[src/rtl/core/jsu_pkg.sv]
// Shared constants, codes and request types for the JSON string unescape unit.
// No dependencies; every other file in rtl/core refers to it by scoped names.
`default_nettype none

package jsu_pkg;

	localparam int OUT_COUNT_BITS = 16;
	localparam int CNT_W = OUT_COUNT_BITS;
	localparam int LIM_W = ((CNT_W > 16) ? CNT_W : 16) + 1;
	localparam logic [LIM_W-1:0] CNT_LIMIT = LIM_W'(1) << CNT_W;

	localparam int MAX_RES = 7;
	localparam int NB_W = $clog2(MAX_RES + 1);

	localparam int QDEPTH = 4;
	localparam int QPTR_W = $clog2(QDEPTH);

	localparam logic [15:0] CAP_RESET = 16'd256;

	localparam logic [15:0] SURR_HI_MIN = 16'hD800;
	localparam logic [15:0] SURR_HI_MAX = 16'hDBFF;
	localparam logic [15:0] SURR_LO_MIN = 16'hDC00;
	localparam logic [15:0] SURR_LO_MAX = 16'hDFFF;
	localparam logic [20:0] CP_SUPP = 21'h10000;
	localparam logic [20:0] CP_REPL = 21'h0FFFD;

	localparam logic [7:0] CH_NUL = 8'h00;
	localparam logic [7:0] CH_QUOTE = 8'h22;
	localparam logic [7:0] CH_BSL = 8'h5C;
	localparam logic [7:0] CH_U = 8'h75;

	typedef enum logic [1:0] {
		KIND_BYTE = 2'd0,
		KIND_DONE = 2'd1,
		KIND_FAIL = 2'd2
	} kind_t;

	typedef enum logic [2:0] {
		ERR_NONE = 3'd0,
		ERR_ESCAPE = 3'd1,
		ERR_HEX = 3'd2,
		ERR_FULL = 3'd3,
		ERR_END = 3'd4
	} err_t;

	typedef enum logic [1:0] {
		TERM_NONE,
		TERM_DONE,
		TERM_FAIL
	} term_t;

	typedef enum logic [2:0] {
		PH_TEXT,
		PH_ESC,
		PH_HEX1,
		PH_HIGH,
		PH_BSL,
		PH_HEX2
	} phase_t;

	typedef struct packed {
		logic [MAX_RES-1:0][7:0] bytes;
		logic [NB_W-1:0] nbytes;
		term_t term;
		err_t err;
		logic [CNT_W-1:0] base;
	} cmd_t;

endpackage

`default_nettype wire

[src/rtl/core/jsu_if.sv]
// Channel interfaces of the JSON string unescape unit: raw text in, decoded results out.
// Depends on jsu_pkg for the result codes.
`default_nettype none

interface jsu_text_if;
	logic valid;
	logic ready;
	logic begin_req;
	logic [7:0] data_byte;

	modport source (output valid, output begin_req, output data_byte, input ready);
	modport sink (input valid, input begin_req, input data_byte, output ready);
endinterface

interface jsu_result_if;
	logic valid;
	logic ready;
	jsu_pkg::kind_t kind;
	logic [7:0] out_byte;
	jsu_pkg::err_t error_code;
	logic [15:0] out_length;
	logic last;

	modport source (output valid, output kind, output out_byte, output error_code,
		output out_length, output last, input ready);
	modport sink (input valid, input kind, input out_byte, input error_code,
		input out_length, input last, output ready);
endinterface

`default_nettype wire

[src/rtl/core/json_string_unescape_utf8_unit.sv]
// Top level of the JSON string unescape unit: front end, command queue, back end.
// Depends on jsu_pkg, jsu_if, jsu_front, jsu_queue and jsu_back.
//
//   port      role     handshake         payload
//   text      sink     valid/ready       begin_req, data_byte
//   decoded   source   valid/ready       kind, out_byte, error_code, out_length, last
//   cfg       write    cfg_wr_en         cfg_wr_data (output capacity)
//
// A request is taken every cycle while the command queue (four entries) has room.
// Each request yields up to seven results, presented one per cycle by the back end while decoded.ready is high,
// so the rate of results per cycle is set by the back end's output register.
// Reset clears the decoder state and the queue; the capacity returns to 256.
// A stall on decoded fills the queue, after which text.ready drops.
`default_nettype none

module json_string_unescape_utf8_unit (
	input logic clk,
	input logic arst_n,
	jsu_text_if.sink text,
	jsu_result_if.source decoded,
	input logic cfg_wr_en,
	input logic [15:0] cfg_wr_data
);

	logic push, full, pop, q_valid;
	jsu_pkg::cmd_t wr_cmd, head;

	jsu_front u_front (
		.clk(clk),
		.arst_n(arst_n),
		.text(text),
		.cfg_wr_en(cfg_wr_en),
		.cfg_wr_data(cfg_wr_data),
		.q_full(full),
		.push(push),
		.cmd(wr_cmd)
	);

	jsu_queue u_queue (
		.clk(clk),
		.arst_n(arst_n),
		.push(push),
		.wr_cmd(wr_cmd),
		.full(full),
		.pop(pop),
		.q_valid(q_valid),
		.head(head)
	);

	jsu_back u_back (
		.clk(clk),
		.arst_n(arst_n),
		.q_valid(q_valid),
		.head(head),
		.pop(pop),
		.result(decoded)
	);

endmodule

`default_nettype wire

[src/rtl/core/jsu_front.sv]
// Front end: accepts raw text bytes, tracks the escape state and the output count,
// and turns each request that yields results into one command of up to seven results. Uses jsu_pkg, jsu_if.
`default_nettype none

module jsu_front (
	input logic clk,
	input logic arst_n,
	jsu_text_if.sink text,
	input logic cfg_wr_en,
	input logic [15:0] cfg_wr_data,
	input logic q_full,
	output logic push,
	output jsu_pkg::cmd_t cmd
);

	typedef enum logic [1:0] {
		TAIL_NONE,
		TAIL_PLAIN,
		TAIL_ESC
	} tail_t;

	typedef struct packed {
		logic [3:0][7:0] b;
		logic [2:0] len;
	} utf8_t;

	function automatic utf8_t utf8_enc(input logic [20:0] cp);
		utf8_t r;
		r = '0;
		if (cp < 21'h80) begin
			r.b[0] = cp[7:0];
			r.len = 3'd1;
		end else if (cp < 21'h800) begin
			r.b[0] = {3'b110, cp[10:6]};
			r.b[1] = {2'b10, cp[5:0]};
			r.len = 3'd2;
		end else if (cp < 21'h10000) begin
			r.b[0] = {4'b1110, cp[15:12]};
			r.b[1] = {2'b10, cp[11:6]};
			r.b[2] = {2'b10, cp[5:0]};
			r.len = 3'd3;
		end else begin
			r.b[0] = {5'b11110, cp[20:18]};
			r.b[1] = {2'b10, cp[17:12]};
			r.b[2] = {2'b10, cp[11:6]};
			r.b[3] = {2'b10, cp[5:0]};
			r.len = 3'd4;
		end
		return r;
	endfunction

	function automatic logic [4:0] hex_dec(input logic [7:0] c);
		logic [7:0] d;
		d = '0;
		if (c >= 8'h30 && c <= 8'h39) begin
			d = c - 8'h30;
			return {1'b1, d[3:0]};
		end else if (c >= 8'h61 && c <= 8'h66) begin
			d = c - 8'h57;
			return {1'b1, d[3:0]};
		end else if (c >= 8'h41 && c <= 8'h46) begin
			d = c - 8'h37;
			return {1'b1, d[3:0]};
		end
		return 5'd0;
	endfunction

	function automatic logic [8:0] esc_map(input logic [7:0] c);
		logic [8:0] r;
		unique case (c)
			8'h6E: r = {1'b1, 8'h0A};
			8'h74: r = {1'b1, 8'h09};
			8'h72: r = {1'b1, 8'h0D};
			8'h62: r = {1'b1, 8'h08};
			8'h66: r = {1'b1, 8'h0C};
			8'h22: r = {1'b1, 8'h22};
			8'h5C: r = {1'b1, 8'h5C};
			8'h2F: r = {1'b1, 8'h2F};
			default: r = 9'd0;
		endcase
		return r;
	endfunction

	logic [15:0] cap_q;
	logic active_q, act_d;
	jsu_pkg::phase_t phase_q, phase_d;
	logic [1:0] hcnt_q, hcnt_d;
	logic [15:0] hi_q, hi_d, lo_q, lo_d, hi_nx, lo_nx;
	logic [7:0] pend_q [4];
	logic [jsu_pkg::CNT_W-1:0] wcount_q, wc_d;

	logic acc, live, pend_we;
	logic [7:0] b;
	logic hok;
	logic [3:0] hv;
	logic esc_ok;
	logic [7:0] esc_byte;
	logic use_head;
	logic [20:0] head_cp;
	logic [2:0] npend, hlen;
	tail_t tail;
	logic tail_emit;
	logic [7:0] tail_byte;
	utf8_t enc;
	logic [jsu_pkg::MAX_RES-1:0][7:0] seq;
	logic [jsu_pkg::NB_W-1:0] pos, nraw, nb;
	jsu_pkg::term_t term_raw, term;
	jsu_pkg::err_t err_raw, err;
	logic [jsu_pkg::LIM_W-1:0] cap_ext, lim, w_ext, room;
	logic room_ok, fit;

	assign text.ready = !q_full;

	always_comb begin
		acc = text.valid && text.ready;
		b = text.data_byte;
		{hok, hv} = hex_dec(b);
		{esc_ok, esc_byte} = esc_map(b);
		hi_nx = {hi_q[11:0], hv};
		lo_nx = {lo_q[11:0], hv};

		act_d = active_q;
		phase_d = phase_q;
		hcnt_d = hcnt_q;
		hi_d = hi_q;
		lo_d = lo_q;
		pend_we = 1'b0;
		use_head = 1'b0;
		head_cp = jsu_pkg::CP_REPL;
		npend = 3'd0;
		tail = TAIL_NONE;
		term_raw = jsu_pkg::TERM_NONE;
		err_raw = jsu_pkg::ERR_NONE;

		unique case (phase_q)
			jsu_pkg::PH_ESC: begin
				phase_d = jsu_pkg::PH_TEXT;
				tail = TAIL_ESC;
			end
			jsu_pkg::PH_HEX1: begin
				if (!hok) begin
					term_raw = jsu_pkg::TERM_FAIL;
					err_raw = (b == jsu_pkg::CH_NUL) ? jsu_pkg::ERR_END : jsu_pkg::ERR_HEX;
				end else begin
					hi_d = hi_nx;
					hcnt_d = hcnt_q + 2'd1;
					if (hcnt_q == 2'd3) begin
						if (hi_nx >= jsu_pkg::SURR_HI_MIN && hi_nx <= jsu_pkg::SURR_HI_MAX) begin
							phase_d = jsu_pkg::PH_HIGH;
						end else begin
							phase_d = jsu_pkg::PH_TEXT;
							use_head = 1'b1;
							if (hi_nx < jsu_pkg::SURR_HI_MIN || hi_nx > jsu_pkg::SURR_LO_MAX) begin
								head_cp = {5'd0, hi_nx};
							end
						end
					end
				end
			end
			jsu_pkg::PH_HIGH: begin
				if (b == jsu_pkg::CH_BSL) begin
					phase_d = jsu_pkg::PH_BSL;
				end else begin
					phase_d = jsu_pkg::PH_TEXT;
					use_head = 1'b1;
					tail = TAIL_PLAIN;
				end
			end
			jsu_pkg::PH_BSL: begin
				if (b == jsu_pkg::CH_U) begin
					phase_d = jsu_pkg::PH_HEX2;
					hcnt_d = 2'd0;
					lo_d = 16'd0;
				end else begin
					phase_d = jsu_pkg::PH_TEXT;
					use_head = 1'b1;
					tail = TAIL_ESC;
				end
			end
			jsu_pkg::PH_HEX2: begin
				if (!hok) begin
					phase_d = jsu_pkg::PH_TEXT;
					use_head = 1'b1;
					npend = {1'b0, hcnt_q};
					tail = TAIL_PLAIN;
				end else begin
					pend_we = 1'b1;
					lo_d = lo_nx;
					hcnt_d = hcnt_q + 2'd1;
					if (hcnt_q == 2'd3) begin
						phase_d = jsu_pkg::PH_TEXT;
						use_head = 1'b1;
						if (lo_nx >= jsu_pkg::SURR_LO_MIN && lo_nx <= jsu_pkg::SURR_LO_MAX) begin
							head_cp = jsu_pkg::CP_SUPP + {1'b0, hi_q[9:0], lo_nx[9:0]};
						end else begin
							npend = 3'd4;
						end
					end
				end
			end
			default: begin
				tail = TAIL_PLAIN;
			end
		endcase

		tail_emit = 1'b0;
		tail_byte = b;
		unique case (tail)
			TAIL_PLAIN: begin
				priority if (b == jsu_pkg::CH_NUL) begin
					term_raw = jsu_pkg::TERM_FAIL;
					err_raw = jsu_pkg::ERR_END;
				end else if (b == jsu_pkg::CH_QUOTE) begin
					term_raw = jsu_pkg::TERM_DONE;
				end else if (b == jsu_pkg::CH_BSL) begin
					phase_d = jsu_pkg::PH_ESC;
				end else begin
					tail_emit = 1'b1;
				end
			end
			TAIL_ESC: begin
				priority if (b == jsu_pkg::CH_NUL) begin
					term_raw = jsu_pkg::TERM_FAIL;
					err_raw = jsu_pkg::ERR_END;
				end else if (esc_ok) begin
					tail_emit = 1'b1;
					tail_byte = esc_byte;
				end else if (b == jsu_pkg::CH_U) begin
					phase_d = jsu_pkg::PH_HEX1;
					hcnt_d = 2'd0;
					hi_d = 16'd0;
				end else begin
					term_raw = jsu_pkg::TERM_FAIL;
					err_raw = jsu_pkg::ERR_ESCAPE;
				end
			end
			default: begin
			end
		endcase

		enc = utf8_enc(head_cp);
		hlen = use_head ? enc.len : 3'd0;
		seq = '0;
		for (int i = 0; i < 4; i++) begin
			if (3'(i) < hlen) begin
				seq[i] = enc.b[i];
			end
		end
		// Pending hex characters only ever follow a replacement character.
		for (int i = 0; i < 4; i++) begin
			if (3'(i) < npend) begin
				seq[i + 3] = (i == 3) ? b : pend_q[i];
			end
		end
		pos = jsu_pkg::NB_W'(hlen + npend);
		if (tail_emit) begin
			seq[pos] = tail_byte;
		end
		nraw = pos + jsu_pkg::NB_W'(tail_emit);

		cap_ext = jsu_pkg::LIM_W'(cap_q);
		lim = (cap_ext < jsu_pkg::CNT_LIMIT) ? cap_ext : jsu_pkg::CNT_LIMIT;
		w_ext = jsu_pkg::LIM_W'(wcount_q);
		room_ok = lim > w_ext;
		room = lim - w_ext - jsu_pkg::LIM_W'(1);
		fit = (nraw == '0) || (room_ok && (room >= jsu_pkg::LIM_W'(nraw)));
		if (fit) begin
			nb = nraw;
			term = term_raw;
			err = err_raw;
		end else begin
			nb = room_ok ? room[jsu_pkg::NB_W-1:0] : '0;
			term = jsu_pkg::TERM_FAIL;
			err = jsu_pkg::ERR_FULL;
		end

		if (term != jsu_pkg::TERM_NONE) begin
			act_d = 1'b0;
			phase_d = jsu_pkg::PH_TEXT;
		end
		wc_d = wcount_q + jsu_pkg::CNT_W'(nb);

		live = active_q && !text.begin_req;
		if (text.begin_req) begin
			act_d = 1'b1;
			phase_d = jsu_pkg::PH_TEXT;
			hcnt_d = 2'd0;
			hi_d = 16'd0;
			lo_d = 16'd0;
			wc_d = '0;
		end else if (!active_q) begin
			act_d = active_q;
			phase_d = phase_q;
			hcnt_d = hcnt_q;
			hi_d = hi_q;
			lo_d = lo_q;
			wc_d = wcount_q;
		end

		push = acc && live && (nb != '0 || term != jsu_pkg::TERM_NONE);
		cmd.bytes = seq;
		cmd.nbytes = nb;
		cmd.term = term;
		cmd.err = err;
		cmd.base = wcount_q;
	end

	always_ff @(posedge clk or negedge arst_n) begin
		if (!arst_n) begin
			cap_q <= jsu_pkg::CAP_RESET;
		end else if (cfg_wr_en) begin
			cap_q <= cfg_wr_data;
		end
	end

	always_ff @(posedge clk or negedge arst_n) begin
		if (!arst_n) begin
			active_q <= 1'b0;
			phase_q <= jsu_pkg::PH_TEXT;
			hcnt_q <= 2'd0;
			hi_q <= 16'd0;
			lo_q <= 16'd0;
			wcount_q <= '0;
		end else if (acc) begin
			active_q <= act_d;
			phase_q <= phase_d;
			hcnt_q <= hcnt_d;
			hi_q <= hi_d;
			lo_q <= lo_d;
			wcount_q <= wc_d;
		end
	end

	always_ff @(posedge clk) begin
		if (acc && live && pend_we) begin
			pend_q[hcnt_q] <= b;
		end
	end

	a_close_after_term: assert property (@(posedge clk) disable iff (!arst_n)
		push && cmd.term != jsu_pkg::TERM_NONE |=> !active_q)
		else $error("literal still open after a finish or failure request");

endmodule

`default_nettype wire

[src/rtl/core/jsu_queue.sv]
// Short command queue between the front and back ends of the unescape unit.
// Register based, QDEPTH entries of jsu_pkg::cmd_t.
`default_nettype none

module jsu_queue (
	input logic clk,
	input logic arst_n,
	input logic push,
	input jsu_pkg::cmd_t wr_cmd,
	output logic full,
	input logic pop,
	output logic q_valid,
	output jsu_pkg::cmd_t head
);

	jsu_pkg::cmd_t mem_q [jsu_pkg::QDEPTH];
	logic [jsu_pkg::QPTR_W-1:0] wp_q, rp_q;
	logic [jsu_pkg::QPTR_W:0] cnt_q;

	assign full = (cnt_q == (jsu_pkg::QPTR_W + 1)'(jsu_pkg::QDEPTH));
	assign q_valid = (cnt_q != '0);
	assign head = mem_q[rp_q];

	always_ff @(posedge clk or negedge arst_n) begin
		if (!arst_n) begin
			wp_q <= '0;
			rp_q <= '0;
			cnt_q <= '0;
		end else begin
			if (push) begin
				wp_q <= wp_q + 1'b1;
			end
			if (pop) begin
				rp_q <= rp_q + 1'b1;
			end
			if (push && !pop) begin
				cnt_q <= cnt_q + 1'b1;
			end else if (pop && !push) begin
				cnt_q <= cnt_q - 1'b1;
			end
		end
	end

	always_ff @(posedge clk) begin
		if (push) begin
			mem_q[wp_q] <= wr_cmd;
		end
	end

	a_no_overflow: assert property (@(posedge clk) disable iff (!arst_n) push |-> !full)
		else $error("command queue written while full");

	a_no_underflow: assert property (@(posedge clk) disable iff (!arst_n) pop |-> q_valid)
		else $error("command queue read while empty");

endmodule

`default_nettype wire

[src/rtl/core/jsu_back.sv]
// Back end: walks the command at the head of the queue and presents its results,
// one per cycle while result.ready does not hold them off, through an output register. Uses jsu_pkg and jsu_if.
`default_nettype none

module jsu_back (
	input logic clk,
	input logic arst_n,
	input logic q_valid,
	input jsu_pkg::cmd_t head,
	output logic pop,
	jsu_result_if.source result
);

	logic [jsu_pkg::NB_W-1:0] idx_q, idx1, total;
	logic ov_q;
	jsu_pkg::kind_t kind_q, kind_nx;
	logic [7:0] byte_q, byte_nx;
	jsu_pkg::err_t err_q, err_nx;
	logic [15:0] len_q, len_nx;
	logic last_q;
	logic has_term, is_last, in_bytes, load;

	always_comb begin
		has_term = (head.term != jsu_pkg::TERM_NONE);
		total = head.nbytes + jsu_pkg::NB_W'(has_term);
		is_last = (idx_q == total - 1'b1);
		load = q_valid && (!ov_q || result.ready);
		pop = load && is_last;
		in_bytes = (idx_q < head.nbytes);
		idx1 = idx_q + 1'b1;
		if (in_bytes) begin
			kind_nx = jsu_pkg::KIND_BYTE;
			byte_nx = head.bytes[idx_q];
			err_nx = jsu_pkg::ERR_NONE;
			len_nx = 16'(head.base + jsu_pkg::CNT_W'(idx1));
		end else begin
			kind_nx = (head.term == jsu_pkg::TERM_DONE) ? jsu_pkg::KIND_DONE : jsu_pkg::KIND_FAIL;
			byte_nx = 8'd0;
			err_nx = head.err;
			len_nx = 16'(head.base + jsu_pkg::CNT_W'(head.nbytes));
		end
	end

	always_ff @(posedge clk or negedge arst_n) begin
		if (!arst_n) begin
			ov_q <= 1'b0;
			idx_q <= '0;
		end else begin
			if (load) begin
				ov_q <= 1'b1;
				idx_q <= is_last ? '0 : idx1;
			end else if (result.ready) begin
				ov_q <= 1'b0;
			end
		end
	end

	always_ff @(posedge clk) begin
		if (load) begin
			kind_q <= kind_nx;
			byte_q <= byte_nx;
			err_q <= err_nx;
			len_q <= len_nx;
			last_q <= is_last;
		end
	end

	assign result.valid = ov_q;
	assign result.kind = kind_q;
	assign result.out_byte = byte_q;
	assign result.error_code = err_q;
	assign result.out_length = len_q;
	assign result.last = last_q;

	a_term_is_last: assert property (@(posedge clk) disable iff (!arst_n)
		result.valid && result.kind != jsu_pkg::KIND_BYTE |-> result.last)
		else $error("finish or failure result not marked last");

	a_head_not_empty: assert property (@(posedge clk) disable iff (!arst_n)
		q_valid |-> (head.nbytes != '0 || head.term != jsu_pkg::TERM_NONE))
		else $error("queued request carries no result");

endmodule

`default_nettype wire

[src/flat_wrapper.sv]
// flat-port wrapper written by rule: the top's interface ports become plain ports
module json_string_unescape_utf8_unit_flat 
  (clk, arst_n, cfg_wr_en, cfg_wr_data, text_valid, text_begin_req, text_data_byte, text_ready, decoded_valid, decoded_kind, decoded_out_byte, decoded_error_code, decoded_out_length, decoded_last, decoded_ready);
  jsu_text_if text_i ();
  jsu_result_if decoded_i ();
  input logic clk;
  input logic arst_n;
  input logic cfg_wr_en;
  input logic [15:0] cfg_wr_data;
  input wire logic [$bits(text_i.valid)-1:0] text_valid;
  input wire logic [$bits(text_i.begin_req)-1:0] text_begin_req;
  input wire logic [$bits(text_i.data_byte)-1:0] text_data_byte;
  output wire logic [$bits(text_i.ready)-1:0] text_ready;
  output wire logic [$bits(decoded_i.valid)-1:0] decoded_valid;
  output wire logic [$bits(decoded_i.kind)-1:0] decoded_kind;
  output wire logic [$bits(decoded_i.out_byte)-1:0] decoded_out_byte;
  output wire logic [$bits(decoded_i.error_code)-1:0] decoded_error_code;
  output wire logic [$bits(decoded_i.out_length)-1:0] decoded_out_length;
  output wire logic [$bits(decoded_i.last)-1:0] decoded_last;
  input wire logic [$bits(decoded_i.ready)-1:0] decoded_ready;
  assign text_i.valid = text_valid;
  assign text_i.begin_req = text_begin_req;
  assign text_i.data_byte = text_data_byte;
  assign text_ready = text_i.ready;
  assign decoded_valid = decoded_i.valid;
  assign decoded_kind = decoded_i.kind;
  assign decoded_out_byte = decoded_i.out_byte;
  assign decoded_error_code = decoded_i.error_code;
  assign decoded_out_length = decoded_i.out_length;
  assign decoded_last = decoded_i.last;
  assign decoded_i.ready = decoded_ready;
  json_string_unescape_utf8_unit u_core (.clk(clk), .arst_n(arst_n), .text(text_i), .decoded(decoded_i), .cfg_wr_en(cfg_wr_en), .cfg_wr_data(cfg_wr_data));
endmodule
[config.mk]
export PLATFORM = sky130hd
export DESIGN_NAME = json_string_unescape_utf8_unit_flat
export DESIGN_NICKNAME = d
export VERILOG_FILES = /design/src/rtl/core/jsu_pkg.sv /design/src/rtl/core/jsu_if.sv /design/src/rtl/core/json_string_unescape_utf8_unit.sv /design/src/rtl/core/jsu_front.sv /design/src/rtl/core/jsu_queue.sv /design/src/rtl/core/jsu_back.sv /design/src/flat_wrapper.sv
export SDC_FILE = /design/constraint.sdc
export NUM_CORES = 1
export LEC_CHECK = 0
export BUFFER_PORTS_ARGS = -buffer_cell sky130_fd_sc_hd__buf_2
export CAP_MARGIN = 5
export CELL_PAD_IN_SITES_DETAIL_PLACEMENT = 0
export CELL_PAD_IN_SITES_GLOBAL_PLACEMENT = 2
export CORE_MARGIN = 2
export CORE_UTILIZATION = 33
export DETAILED_ROUTE_END_ITERATION = 12
export PLACE_DENSITY = 0.61
export SETUP_SLACK_MARGIN = 0.1
export SYNTH_ARGS = -nofsm -noshare
export SYNTH_HDL_FRONTEND = slang
export SYNTH_SLANG_ARGS = --single-unit
[constraint.sdc]
create_clock -name clk -period 18.4 [get_ports clk]
set_input_delay 1.84 -clock clk [delete_from_list [all_inputs] [get_ports clk]]
set_output_delay 1.84 -clock clk [all_outputs]
set_load 0.01 [all_outputs]
# [After elaboration in Yosys (flattened, before gate mapping)]
# Memories as Yosys holds them, arrays and structs flattened.
# Cells that the tools add are included.
[word_totals] reg_bits=107 ram_bits=352 in_bits=30 out_inout_bits=32 wordCells=266 n_memories=2
[mem_list] memory="u_core.u_queue.mem_q" depth=4 word_bits=80 rd=1 rd_ports_with_merged_regs=0 write_ports=1 line_no="jsu_queue.sv:16" source="jsu_pkg::cmd_t mem_q [jsu_pkg::QDEPTH];"
[mem_list] memory="u_core.u_front.pend_q" depth=4 word_bits=8 rd=3 rd_ports_with_merged_regs=0 write_ports=1 line_no="jsu_front.sv:89" source="logic [7:0] pend_q [4];"
[classes] addsub=19 magnitude_cmp=29 n_eq_ne=22 muxes=139 n_reduce_logical=38
[op_table] op="$mux 16" n=16
[op_table] op="$mux 8" n=14
[op_table] op="$mux 3" n=33
[op_table] op="$pmux 9 s8" n=1
[op_table] op="$mux 21" n=3
[op_table] op="$bwmux 56" n=1
[op_table] op="$eq 8x7->1 const B" n=7
[op_table] op="$mux 56" n=1
[op_table] op="$add 16x3->16" n=3
[op_table] op="$mux 12" n=4
[op_table] op="$pmux 21 s2" n=1
[op_table] op="$mux 2" n=19
[op_table] op="$ge 16x16->1 const B" n=2
[op_table] op="$le 16x16->1 const B" n=2
[op_table] op="$mux 1" n=27
[op_table] op="$mux 25" n=1
[op_table] op="$bmux 8 s3" n=1
[op_table] op="$demux 8 s3" n=1
[op_table] op="$mux 24" n=1
[op_table] op="$pmux 12 s2" n=1
[op_table] op="$add 17x20->21 const A" n=1
[op_table] op="$lt 21x12->1 const B" n=1
[op_table] op="$lt 21x17->1 const B" n=1
[op_table] op="$lt 21x8->1 const B" n=1
[op_table] op="49 further kinds" n=104

# [Longest topological paths before layout]
[depth] ltp_word=31 ltp_mapped=37 mapped_depth_nobuf=34

# [Hierarchy]
# Synthesis repeated with hierarchy kept, for this count alone.
[hier_totals] hier_cells=1574 hier_area_um2=21745.9
[by_module_without_submodules] module="jsu_queue" n_inst=1 cells_per_inst=452 area_each_um2=12022.8 seq_area_each_um2=9784.4
[by_module_without_submodules] module="jsu_front" n_inst=1 cells_per_inst=943 area_each_um2=7571.0 seq_area_each_um2=2273.4
[by_module_without_submodules] module="jsu_back" n_inst=1 cells_per_inst=179 area_each_um2=2152.1 seq_area_each_um2=1001.0

# [Least setup slack after synthesis]
# Ideal clock, no wire load.
[synth_path] path_kind="input to register" startpoint="in text_data_byte[0]" endpoint="reg u_core.u_front.wcount_q[12] in the netlist's numbering" setup_time_ps=128 t_arrival_ps=9542 required_ps=18272 slack_ps=8730 path_stages=37 path_cell_list="clkbuf_1 -> inv_1 -> ha_1 -> nor3b_1 -> or4_4 -> a211o_1 -> buf_2 -> o21bai_1 -> o21a_1 -> nor2_1 -> a2bb2oi_1 -> o21a_1 -> ha_1 -> inv_1 -> fa_1 -> inv_1 -> ha_1 -> inv_1 -> ha_1 -> a21o_1 -> a221o_1 -> nor3_1 -> nand4_1 -> or4_1 -> o31ai_1 -> and2_1 -> buf_6 -> mux2i_1 -> ha_1 -> inv_1 -> fa_1 -> inv_1 -> a21oi_1 -> nor4_1 -> a31oi_1 -> o21ai_0 -> o31ai_1"
[synth_rtl] element="from (decl)" line_no="flat_wrapper.sv:12" source="input wire logic [$bits(text_i.data_byte)-1:0] text_data_byte;"
[synth_rtl] element="to (signal assigned)" line_no="jsu_front.sv:330" source="wcount_q <= wc_d;"
[synth_rtl] element="to (decl)" line_no="jsu_front.sv:90" source="logic [jsu_pkg::CNT_W-1:0] wcount_q, wc_d;"

==> results.cfg <==
[synth]
yosysWarnings = 0
ys_top_cells_by_area = edfxtp_1, mux4_2, dfrtp_1, ha_1, mux2i_1
avgSynthCellArea_um2 = 13.9
synth_top_family_by_area = multiplexers
synthArstFlopShare_pct = 16.3
yosys.area_share.adder_pct = 3.48
yosys.area_share.simple_pct = 8.75
syn_inst = 1552
synth_top_flop_cell = edfxtp_1
syn_nets = 1639
ys_types = 84
synth-seq-cells = 447
synthXorXnorAreaFrac_pct = 1.41
yosysTopAreaCellShare_pct = 52.1
synth.largest_area_cell = edfxtp_1
synth_compound_area_share_pct = 10.7
synth_commonest_cells = edfxtp_1, nand2_1, mux4_2, o21ai_0, nor2_1
synth_mux_area_share_pct = 12.4
yosysMostFrequentCell = edfxtp_1
ys_seq_area_share_pct = 60.6
synth-edff-count = 374
synth_area_um2 = 21500

[place]
dp_slack_ns = 6.84
routabilityCongestion = 0.861
port_buffers = 61
dpl.hpwl_mm = 41.0

[timing]
holdWs_ns = 0.496
clock_skew_ns = 0.0231
worst_pin_slew_ns = 1.12
rsz0062_at_grt = no
slew_headroom_pct = 24.5
setup_ws_ns = 7.35
hold_violations = 0
drv_slew = 0
period_needed_ns = 11.05
setup-violations-final = 0
fmax_ghz = 0.0905
fin_crit_sh_pct = 60.0
tns_ns = 0

[finish]
nFillCells = 6154
drive_gt1_share_pct = 17.6
post-route-util_pct = 37.7
fin_nets = 1697
antennaDiodeCount = 0
synthToLayoutAreaGrowth_pct = 12.7

[global_route]
track_usage_pct = 17.7
antenna_found_initial = 1
grt_max_degree = 68
grt_pass1_vias = 13469
grt_pass1_wl_mm = 88.9
grt_overflow_total = 0

[route]
drc = 0
wl_per_cell_um = 23.6
vias = 13355
drtIter0Drc = 903
viasPerCell = 5.34
ant_nets = 0
routed_wl_mm = 58.9
dr.pass1.iters = 5

[status]
status = complete, no violations

[clock_tree]
clock_latency_ns = 0.60
clk_path_buf_depth = 3
postCtsSetupRepairBufs = 0
h-tree-depth = 2
cts_root_buffer = clkbuf_16
cts_buffers = 49
cts_resized = 0
clock-sinks = 447
clk_pin_slew_ns = 0.06
cts_tree = done
cts_hold_buf = 0

[floorplanning]
initial_core_util_pct = 33.4
io_pins = 62
die_w_um = 260
rows = 93
die_h_um = 260
core_area_um2 = 64500
die_area_um2 = 67400

[worst_setup_path]
required_ns = 18.86
critical-path-max-stage-delay_ns = 0.86
worst-setup-path-type = primary input to flop
critPathMostFrequentCell = inv_1
path_max_fanout = 14
start_kind = primary input
critPathArrivalTime_ns = 11.50
crit_path_end_kind = flop
cp_slowest_cell = nor4_1

[flow_run]
cap_violations = 0

[power]
power_per_cell_area_nw_per_um2 = 127
p_leak_nw = 8.58
power.total_w = 0.00309
ir_worst_vdd_mv = 0.0712

[worst_hold_path]
hp-class = flop to flop
## stage by stage
| step | cells | area (um^2) |
|---|---|---|
| 2_1_floorplan | 1552 | 21500 |
| 3_3_place_gp | 2414 | 22800 |
| 3_5_place_dp | 2414 | 22800 |
| 4_1_cts | 2501 | 24300 |
| 5_1_grt | 2501 | 24300 |
| 6_report | 2501 | 24300 |
## final cells by class
class | count | area [um^2] | area share [%]
tap | 855 | 1070 | 4.41
sequential | 447 | 13100 | 53.8
timing repair buffer | 81 | 458 | 1.89
clock buffer | 60 | 1290 | 5.31
inverter | 72 | 270 | 1.11
clock inverter | 27 | 183 | 0.752
multi-input combinational | 959 | 7940 | 32.7
## critical path: cells and delay by family
kind | cells | cell delay (ns)
buffers and inverters | 7 | 0.76
muxes | 1 | 0.47
adders and majority gates | 7 | 2.33
AOI/OAI and AO/OA | 12 | 2.96
and+or+nand+nor | 8 | 3.12
## state kept, by name, summed over array words and instances, names as in the netlist, 8 cells and up
| signal | count |
|---|---|
| u_core.u_front.lo_q | 12 |
| u_core.u_back.result.out_byte | 8 |
| u_core.u_front.pend_q | 24 |
| u_core.u_front.hi_q | 12 |
| u_core.u_back.result.out_length | 16 |
| u_core.u_queue.mem_q | 320 |
| u_core.u_front.wcount_q | 16 |
| u_core.u_front.cap_q | 16 |
## layout by cell type (no fill, tap or decap), drive strengths merged, types with 13 or more instances in the layout
| cell type | Yosys | final |
|---|---|---|
| nor2 | 73 | 73 |
| mux2 | 22 | 22 |
| clkbuf | 51 | 60 |
| edfxtp | 374 | 374 |
| a21oi | 60 | 60 |
| nand2b | 20 | 20 |
| o21ai | 98 | 98 |
| inv | 72 | 73 |
| a22o | 22 | 22 |
| nor3 | 36 | 36 |
| mux2i | 47 | 47 |
| nand3 | 36 | 36 |
| and2 | 23 | 23 |
| mux4 | 87 | 87 |
| a21o | 13 | 13 |
| o22ai | 30 | 30 |
| dfrtp | 72 | 72 |
| xnor2 | 21 | 21 |
| ha | 52 | 52 |
| clkinv | 0 | 23 |
| buf | 23 | 81 |
| nand2 | 96 | 96 |
## layer usage
layer,part of all wire [%],global-route usage (%)
met3,4.3,2.83
met5,0.012,0
met4,3.0,5.54
met1,48,25.7
met2,45,27.1
## final timing paths
check	from	end	slack, ns	cells after the start
worst min-delay path	u_core.u_queue.cnt_q[2]$_DFFE_PN0P_	u_core.u_queue.cnt_q[2]$_DFFE_PN0P_	0.50	1
worst max register to register	u_core.u_front.hi_q[9]$_DFFE_PN0P_	u_core.u_front.wcount_q[8]$_DFFE_PN0P_	8.82	31
max in group asynchronous	arst_n	u_core.u_front.lo_q[11]$_DFFE_PN0P_	16.15	2
worst min register to register	u_core.u_queue.cnt_q[2]$_DFFE_PN0P_	u_core.u_queue.cnt_q[2]$_DFFE_PN0P_	0.50	1
min in group asynchronous	arst_n	u_core.u_queue.rp_q[0]$_DFFE_PN0P_	1.11	1
worst max-delay path	text_data_byte[0]	u_core.u_front.wcount_q[8]$_DFFE_PN0P_	7.35	35
## logic make-up (layout without fill, tap and decap cells)
| kind of cell | after synthesis | after routing |
|---|---|---|
| flops | 447 | 447 |
| xor+xnor | 33 | 33 |
| compound gates | 344 | 344 |
| mux | 156 | 156 |
| fa+ha+maj | 57 | 57 |
| simple gates | 369 | 369 |
| buf+inv | 146 | 240 |
## power by group
group	switching [W]	internal (W)	total, W
Clock	0.000395	0.000511	0.000907
Sequential	0.0000774	0.00125	0.00133
Combinational	0.000474	0.000387	0.000861
Total	0.000947	0.00215	0.00309
(Power assumes the default switching activity.)
